**src/design/ds_pkg.sv**
```systemverilog
// ----------------------------------------------------------------------------
// ds_pkg - shared types and constants for the dedup stack
// request kinds, result status codes and the sequencer state type
// ----------------------------------------------------------------------------
package ds_pkg;

    localparam int unsigned DATA_W = 32;

    // request kind codes
    localparam logic KIND_PUSH = 1'b0;
    localparam logic KIND_POP  = 1'b1;

    // data returned by a pop of an empty stack
    localparam logic signed [DATA_W-1:0] DATA_EMPTY = 32'shFFFF_FFFF;

    typedef enum logic [2:0] {
        ST_PUSHED = 3'd0,
        ST_FULL   = 3'd1,
        ST_DUP    = 3'd2,
        ST_POPPED = 3'd3,
        ST_EMPTY  = 3'd4
    } t_status;

    typedef enum logic [1:0] {
        S_IDLE,
        S_SCAN,
        S_POP_RD,
        S_DONE
    } t_state;

    // finished result offered by the sequencer to the output register
    typedef struct packed {
        logic                     valid;
        logic signed [DATA_W-1:0] data;
        t_status                  status;
    } t_res;

endpackage

```
**src/design/ds_ctrl.sv**
```systemverilog
// ----------------------------------------------------------------------------
// ds_ctrl - sequencer of the dedup stack
// walks the stored entries through one compare unit for a push, reads the
// top entry for a pop, and holds the finished result until it is taken
// ----------------------------------------------------------------------------
module ds_ctrl #(
    parameter int unsigned DEPTH = 512
) (
    input  logic                                i_clk,
    input  logic                                i_rst_n,
    input  logic                                i_req_valid,
    output logic                                o_req_ready,
    input  logic                                i_kind,
    input  logic signed [ds_pkg::DATA_W-1:0]    i_value,
    output logic                                o_mem_we,
    output logic [$clog2(DEPTH)-1:0]            o_mem_waddr,
    output logic signed [ds_pkg::DATA_W-1:0]    o_mem_wdata,
    output logic [$clog2(DEPTH)-1:0]            o_mem_raddr,
    input  logic signed [ds_pkg::DATA_W-1:0]    i_mem_rdata,
    output ds_pkg::t_res                        o_res,
    input  logic                                i_res_take
);
    import ds_pkg::*;

    localparam int unsigned IW = $clog2(DEPTH);
    localparam int unsigned AW = $clog2(DEPTH + 1);
    localparam logic [AW-1:0] COUNT_FULL = AW'(DEPTH);

    t_state                   r_state, n_state;
    logic [AW-1:0]            r_count, n_count;
    logic [AW-1:0]            r_idx,   n_idx;
    logic signed [DATA_W-1:0] r_val,   n_val;
    logic signed [DATA_W-1:0] r_res_data, n_res_data;
    t_status                  r_res_status, n_res_status;
    logic [AW-1:0]            w_count_dec;
    logic [AW-1:0]            w_count_inc;

    assign w_count_dec = r_count - AW'(1);
    assign w_count_inc = r_count + AW'(1);

    // control registers
    always_ff @(posedge i_clk) begin
        if (!i_rst_n) begin
            r_state <= S_IDLE;
            r_count <= '0;
        end else begin
            r_state <= n_state;
            r_count <= n_count;
        end
    end

    // payload registers
    always_ff @(posedge i_clk) begin
        r_idx        <= n_idx;
        r_val        <= n_val;
        r_res_data   <= n_res_data;
        r_res_status <= n_res_status;
    end

    // next state, memory access and compare unit
    always_comb begin
        n_state      = r_state;
        n_count      = r_count;
        n_idx        = r_idx;
        n_val        = r_val;
        n_res_data   = r_res_data;
        n_res_status = r_res_status;
        o_mem_we     = 1'b0;
        o_mem_waddr  = r_count[IW-1:0];
        o_mem_wdata  = r_val;
        o_mem_raddr  = r_idx[IW-1:0];
        o_req_ready  = (r_state == S_IDLE);

        unique case (r_state)
            S_IDLE: begin
                if (i_req_valid) begin
                    if (i_kind == KIND_PUSH) begin
                        n_val      = i_value;
                        n_res_data = i_value;
                        if (r_count == '0) begin
                            // nothing to scan, an empty stack is never full
                            o_mem_we     = 1'b1;
                            o_mem_wdata  = i_value;
                            n_count      = w_count_inc;
                            n_res_status = ST_PUSHED;
                            n_state      = S_DONE;
                        end else begin
                            o_mem_raddr = '0;
                            n_idx       = AW'(1);
                            n_state     = S_SCAN;
                        end
                    end else begin
                        if (r_count == '0) begin
                            n_res_data   = DATA_EMPTY;
                            n_res_status = ST_EMPTY;
                            n_state      = S_DONE;
                        end else begin
                            o_mem_raddr = w_count_dec[IW-1:0];
                            n_count     = w_count_dec;
                            n_state     = S_POP_RD;
                        end
                    end
                end
            end
            S_SCAN: begin
                // read data holds entry r_idx - 1
                if (i_mem_rdata == r_val) begin
                    n_res_status = ST_DUP;
                    n_state      = S_DONE;
                end else if (r_idx == r_count) begin
                    if (r_count == COUNT_FULL) begin
                        n_res_status = ST_FULL;
                    end else begin
                        o_mem_we     = 1'b1;
                        n_count      = w_count_inc;
                        n_res_status = ST_PUSHED;
                    end
                    n_state = S_DONE;
                end else begin
                    o_mem_raddr = r_idx[IW-1:0];
                    n_idx       = r_idx + AW'(1);
                end
            end
            S_POP_RD: begin
                n_res_data   = i_mem_rdata;
                n_res_status = ST_POPPED;
                n_state      = S_DONE;
            end
            S_DONE: begin
                if (i_res_take) begin
                    n_state = S_IDLE;
                end
            end
            default: begin
                n_state = S_IDLE;
            end
        endcase
    end

    assign o_res.valid  = (r_state == S_DONE);
    assign o_res.data   = r_res_data;
    assign o_res.status = r_res_status;

endmodule

```
**config.mk**
```make
export PLATFORM = sky130hd
export DESIGN_NAME = ds_ctrl
export DESIGN_NICKNAME = d
export VERILOG_FILES = /design/src/design/ds_pkg.sv /design/src/design/ds_ctrl.sv
export SDC_FILE = /design/constraint.sdc
export NUM_CORES = 1
export LEC_CHECK = 0
export BUFFER_PORTS_ARGS = -buffer_cell sky130_fd_sc_hd__buf_2
export CAP_MARGIN = 15
export CORE_MARGIN = 4
export CORE_UTILIZATION = 30
export CTS_CLUSTER_SIZE = 10
export DETAILED_ROUTE_END_ITERATION = 16
export PLACE_DENSITY_LB_ADDON = 0.3
export SETUP_SLACK_MARGIN = 0.05
export SLEW_MARGIN = 30
export SYNTH_ARGS = -nofsm -noshare
export SYNTH_HDL_FRONTEND = slang
export SYNTH_SLANG_ARGS = --single-unit
```
**constraint.sdc**
```tcl
create_clock -name i_clk -period 3.7 [get_ports i_clk]
set_input_delay 0.37 -clock i_clk [delete_from_list [all_inputs] [get_ports i_clk]]
set_output_delay 0.37 -clock i_clk [all_outputs]
set_load 0.03 [all_outputs]
```
After elaboration in Yosys (flattened, before gate mapping):

Index checks and enable logic that the tools add are counted.

* add/sub/neg operators: 3
* $mul: 0
* divide/modulo/power cells: 0
* magnitude comparators: 0
* equal/unequal tests: 19
* shift-type cells: 0
* multiplexer cells: 50
* bitwise gates (word level): 1
* reductions and logical operators: 11

Operators with widths (number)
* 2-to-1 mux 32 bit: 7
* 2-to-1 mux 10 bit: 12
* case mux 32 bit (2 select lines): 1
* 2-to-1 mux 9 bit: 5
* case mux 10 bit (2 select lines): 2
* == test 32 bit: 1
* adder 10 x 1 -> 10 bit, second input constant: 2
* 2-to-1 mux 3 bit: 6
* inequality test 2 bit, second input constant: 7
* 2-to-1 mux 2 bit: 6
* == test 10 bit: 1
* == test 10 bit, second input constant: 1
* zero test 10 bit: 1
* subtractor 10 x 1 -> 10 bit, second input constant: 1
* case mux 3 bit (3 select lines): 1
* AND reduction 3 bit: 3
* 2-to-1 mux 1 bit: 8
* case mux 2 bit (4 select lines): 1
* AND reduction 7 bit: 1
* inequality test 3 bit, second input constant: 2
* AND reduction 6 bit: 1
* == test 2 bit, second input constant: 2
* inequality test 2 x 1 -> 1 bit, second input constant: 2
* AND reduction 4 bit: 1
* 8 further kinds: 9

* bits in registers: 89
* bits in latches: 0
* memory bits (writable): 0
* ROM bits: 0
* bits of input ports: 69
* output and inout port bits: 88
* logic and storage cells: 90
* memories kept: 0

Longest topological paths before layout:

* word-level depth: 5
* gate-level depth with buffers: 10
* mapped depth without buffers: 8

Worst setup path after synthesis:

No wires, ideal clock.

* path kind: register -> register
* start: reg r_state[0]
* end: reg r_res_data[0] (enable)
* data arrival time: 3.309 ns
* data required time: 3.234 ns
* setup slack: -0.075 ns
* stages on the path, launching flop included: 5
* buffers on the path: 1
* period minus slack after synthesis: 3.775 ns
* cells stage by stage: dfxtp_1 > inv_1 > ha_1 > clkbuf_1 > o21ai_0

* longest elaborated chain between the ends: 3
* elaborated cells between the ends (all ways): 6
* those cells by class: eq/ne: 3; reduce/logical: 3

Ends and longest elaborated chain
* from (decl): RTL line ds_ctrl.sv:29 `t_state r_state, n_state;`
* from (signal assigned): RTL line ds_ctrl.sv:47 `r_state <= n_state;`
* zero test 2 bit (*)
* via o_req_ready: RTL line ds_ctrl.sv:12 `output logic o_req_ready,`
* inequality test 3 x 2 -> 1 bit (no source line), or another cell as far along
* AND reduction 3 bit (no source line) (*)
* to (signal assigned): RTL line ds_ctrl.sv:56 `r_res_data <= n_res_data;`
* to (decl): RTL line ds_ctrl.sv:33 `logic signed [DATA_W-1:0] r_res_data, n_res_data;`

Mark *: on every way through the listed nets, which the timed path passes. The rest lies on a longest branch.
A chain may end at the register's enable or synchronous reset.

Worst setup path in the final report:

* start: reg r_count[0]
* end: out o_mem_wdata[0] in the netlist's numbering

* longest elaborated chain between the ends: 5

Ends and longest elaborated chain
* from (decl): RTL line ds_ctrl.sv:30 `logic [AW-1:0] r_count, n_count;`
* from (signal assigned): RTL line ds_ctrl.sv:48 `r_count <= n_count;`
* zero test 10 bit: RTL line ds_ctrl.sv:80 `if (r_count == '0) begin`
* 2-to-1 mux 32 bit: RTL line ds_ctrl.sv:80
* 2-to-1 mux 32 bit: RTL line ds_ctrl.sv:77 `if (i_kind == KIND_PUSH) begin`
* 2-to-1 mux 32 bit: RTL line ds_ctrl.sv:76 `if (i_req_valid) begin`
* 2-to-1 mux 32 bit: RTL line ds_ctrl.sv:74 `unique case (r_state)`
* to (decl): RTL line ds_ctrl.sv:17 `output logic signed [ds_pkg::DATA_W-1:0] o_mem_wdata,`

Every way passes these cells.

==> Flow_metrics.wiki <==
{| class="wikitable"
! Metric !! Value
|-
| Fin util || 37.68%
|-
| Peak supply drop || 0.6701 mV
|-
| Buffer depth of the longest clock path || 2
|-
| Post-placement cell area || approximately 6300 um2
|-
| Type of the worst setup path || reg -> out
|-
| Count of input and output buffers || ~160
|-
| Max-cap violations || 0
|-
| Final-report hold violation count || 0
|-
| Net switching component of the power || around 2.7 mW
|-
| Share of post-route cells with drive strength above 1 || between 30% and 40%
|-
| Synth Warn # || 0
|-
| Clock root buffer || sky130_fd_sc_hd__clkbuf_16
|-
| Synth top area cells || sky130_fd_sc_hd__edfxtp_1, sky130_fd_sc_hd__mux2_4, sky130_fd_sc_hd__xor2_1, sky130_fd_sc_hd__dfxtp_1, sky130_fd_sc_hd__nand2_1
|-
| Maximum achievable frequency || around 290 MHz
|-
| Period utilization || a little over nine tenths
|-
| Number of sinks on the clock net || between 80 and 90
|-
| Vias after detailed routing || ~4300
|-
| Final Non-Filler Cells || 873
|-
| Worst-path fanout max || 32
|-
| Critical Path RT || around 3.3 ns
|-
| #FFs+latches synth || between 80 and 90
|-
| Clock Latency Late Sink || approximately 0.35 ns
|-
| Total global-route track usage || 15.02%
|-
| Site Rows || 48
|-
| Average wire per standard cell || about 18 um
|-
| Drt total wl || approximately 15000 um
|-
| Total standard cell area after synthesis || 5365 um2
|-
| List of cells traversed by the critical path || inv_1 > ha_1 > or4b_4 > or3_4 > nor3_4 > buf_12 > mux2_2 > buf_2
|-
| Power per unit of standard cell area || roughly 860 nW/um2
|-
| Start point of the critical path || r_count[0]
|-
| Library cell contributing the largest single delay on the critical path || sky130_fd_sc_hd__or4b_4
|-
| Combinational family with the most area after synthesis || simple AND/OR/NAND/NOR gates
|-
| Number of vias per cell || between 4 and 5
|-
| Portion of total power attributed to the clock network || 15.0%
|-
| Static Leak || 2.655 nW
|-
| Number of pins exceeding their max-slew limit in the final report || 0
|-
| Leading register cell type out of synthesis || sky130_fd_sc_hd__edfxtp_1
|-
| Average cell area after synthesis || approximately 11 um2
|-
| Global placer's final weighted congestion || just under 0.9
|-
| Synthesized-area fraction occupied by ao, oa, aoi and oai cells || 9.818%
|-
| Boundary pin count || 157
|-
| Number of antenna violations at the first check in global routing || 0
|-
| CTS tree || built
|-
| Chip height || ~140 um
|-
| Post-synth EDFFs || 77
|-
| Unique cell type count in the Yosys netlist || 49
|-
| Kind of start point of the critical path || flop
|-
| Total overflow reported by the global router || 0
|-
| # setup viols final || 0
|-
| Number of nets with antenna violations after detailed routing || 0
|-
| Cell total after placement || approximately 860
|-
| Drc violations || 0
|-
| Half-perimeter wire length of the detailed placement result || 11510 um
|-
| Int Power || 3.003 mW
|-
| Largest net degree at the start of global routing || 67
|-
| Final critical-path setup slack || about 0.22 ns
|-
| Clock transition at the registers of the reported paths || roughly 0.070 ns
|-
| Gate power share || between 50 and 60%
|-
| Post-Synth Adder-Cell Area || under 10%
|-
| 1st-pass router iterations || 5
|-
| Total nets after synthesis || 584
|-
| Cell type with the largest total area after synthesis || sky130_fd_sc_hd__edfxtp_1
|-
| Critical path data arrival time || about 3.1 ns
|-
| Relative slew slack || ~57%
|-
| Total of cells resized after clock tree synthesis || 0
|-
| Area fraction of the dominant cell type after synthesis || between 40% and 50%
|-
| Worst Hold Class || in -> reg
|-
| Cts bufs inserted || 9
|-
| Count of mapped cells out of synthesis || 508
|-
| Startpoint of the worst register-to-register path || r_val[26]
|-
| Largest stage delay on the critical path || ~0.53 ns
|-
| Total Die Area || 20090 um2
|-
| Number of DRC markers in iteration 0 || about 260
|-
| Reg power frac || 30.4%
|-
| Sequential share of the synthesized area || 47.57%
|-
| Floorplan die width || 141.7 um
|-
| Total negative setup slack || 0 ns
|-
| Share of async-settable or async-resettable flops after synthesis || 0%
|-
| Simple-gate area share of the yosys netlist || approximately 16%
|-
| Sw Ratio || a little under half
|-
| Clk_skew || 0.007184 ns
|-
| Slew of the pin with the lowest slew margin || 0.6379 ns
|-
| Non-Filler Cell Area, Final || around 6600 um2
|-
| XOR/XNOR Fraction of Synth Area || roughly a tenth
|-
| First-pass GRT wire length || approximately 23000 um
|-
| Core Box Area || ~17000 um2
|-
| Clock period minus final worst setup slack || about 3.5 ns
|-
| Worst setup timing slack at the placement stage || between 0.6 and 0.7 ns
|-
| Setup Buffers After CTS || 0
|-
| Antenna diode count || 0
|-
| Nature of the critical path endpoint || output port
|-
| RSZ-0062 raised after global routing || false
|-
| Outcome || finished clean
|-
| Number of nets in the final layout || slightly above 700
|-
| Synthesis-to-layout area growth || 22.32%
|-
| Vias in the first global route || between 4000 and 5000
|-
| Htree depth || 3
|-
| Multiplexer share of the synthesized area || 9.958%
|-
| Starting density of the core || approximately 31%
|-
| CTS Hold Buffers Added || 0
|-
| Hold Startpoint || i_value[26]
|}
final cells by class:
class | count | area (um2)
clock inverters | 7 | 46.29
well taps | 225 | 281.5
flip-flops and latches | 89 | 2552
fillers | 1787 | 10850
clock buffers | 9 | 225.2
multi-input cells | 367 | 2531
inverters | 10 | 37.54
repair buffers | 166 | 888.4
sequential cells by signal (all words and copies together) (netlist names):
name,flops
r_res_data,32
r_val,32
r_count,10
r_idx,10
r_res_status,3
r_state,2
stage by stage:
step / hold slack (ns) / power [mW]
6_report: 0.2335 / 5.670
5_1_grt: 0.2180 / 6.029
4_1_cts: 0.2181 / 5.733
3_5_place_dp: 0.5013 / 4.861
3_3_place_gp: 0.4883 / 4.789
2_1_floorplan: 0.4689 / 4.057
worst max-delay path, delay by kind of cell, from the launching register on:
kind	cells	cell delay, ns
and+or+nand+nor	3	1.11
DFF	1	0.40
buffers and inverters	3	0.56
muxes	1	0.38
adders and majority gates	1	0.27
cell usage after synthesis (all sizes together), types with 2 or more instances:
master / instances
o31ai: 10
nand4: 6
nand3: 16
o21ai: 44
and3: 8
clkbuf: 24
edfxtp: 77
o21a: 2
xnor2: 7
or3: 4
mux2i: 5
buf: 18
nor4: 12
o221ai: 3
nor3: 6
a21oi: 7
and2: 3
mux2: 33
nand2b: 6
a22o: 2
nand3b: 2
dfxtp: 12
nand2: 60
nor2: 54
xor2: 50
a31oi: 3
ha: 7
inv: 10
a211oi: 5
path summary, 6_finish.rpt:
| kind | to | slack [ns] | depth (start not counted) |
|---|---|---|---|
| setup / recovery | o_mem_wdata[0] | 0.22 | 8 |
| hold / removal | r_val[26] | 0.23 | 1 |
| setup reg to reg | r_res_status[2] | 0.77 | 6 |
| hold reg to reg | r_state[0] | 0.51 | 2 |
layout by cell type (no fill, tap or decap), drive strengths merged, types with 6 or more instances in the layout:
cell type	Yosys	final
nand4	6	6
o31ai	10	10
nor4	12	12
a21oi	7	7
nor2	54	54
inv	10	11
edfxtp	77	77
dfxtp	12	12
o21ai	44	44
nand2	60	60
nand2b	6	6
nand3	16	16
mux2	33	33
and3	8	8
xnor2	7	7
buf	18	166
ha	7	7
nor3	6	6
xor2	50	50
clkbuf	24	9
cells by family (layout without fill, tap and decap cells):
family / after synthesis / count (layout)
AND/OR/NAND/NOR: 181 / 181
flip-flops: 89 / 89
AO/OA/AOI/OAI: 84 / 84
XOR/XNOR: 57 / 57
multiplexers: 38 / 38
buffers and inverters: 52 / 192
adder cells (fa/ha/maj): 7 / 7
layer usage:
metal	global-route usage, %	wire (um)	up-vias
li1	-	-	2079
met1	20.56	6654	2003
met2	23.86	7340	180
met3	3.168	1245	12
met4	4.646	189	0
met5	0	0	-
power by group through the flow:
stage / Clock, mW / Combinational [mW] / Sequential [mW]
2_1_floorplan: 0 / 2.07 / 1.99
3_3_place_gp: 0 / 3.05 / 1.74
3_5_place_dp: 0 / 3.11 / 1.75
4_1_cts: 0.886 / 3.12 / 1.72
5_1_grt: 0.930 / 3.33 / 1.76
6_report: 0.852 / 3.10 / 1.72
Note: power is estimated with default switching activity, not from simulation.
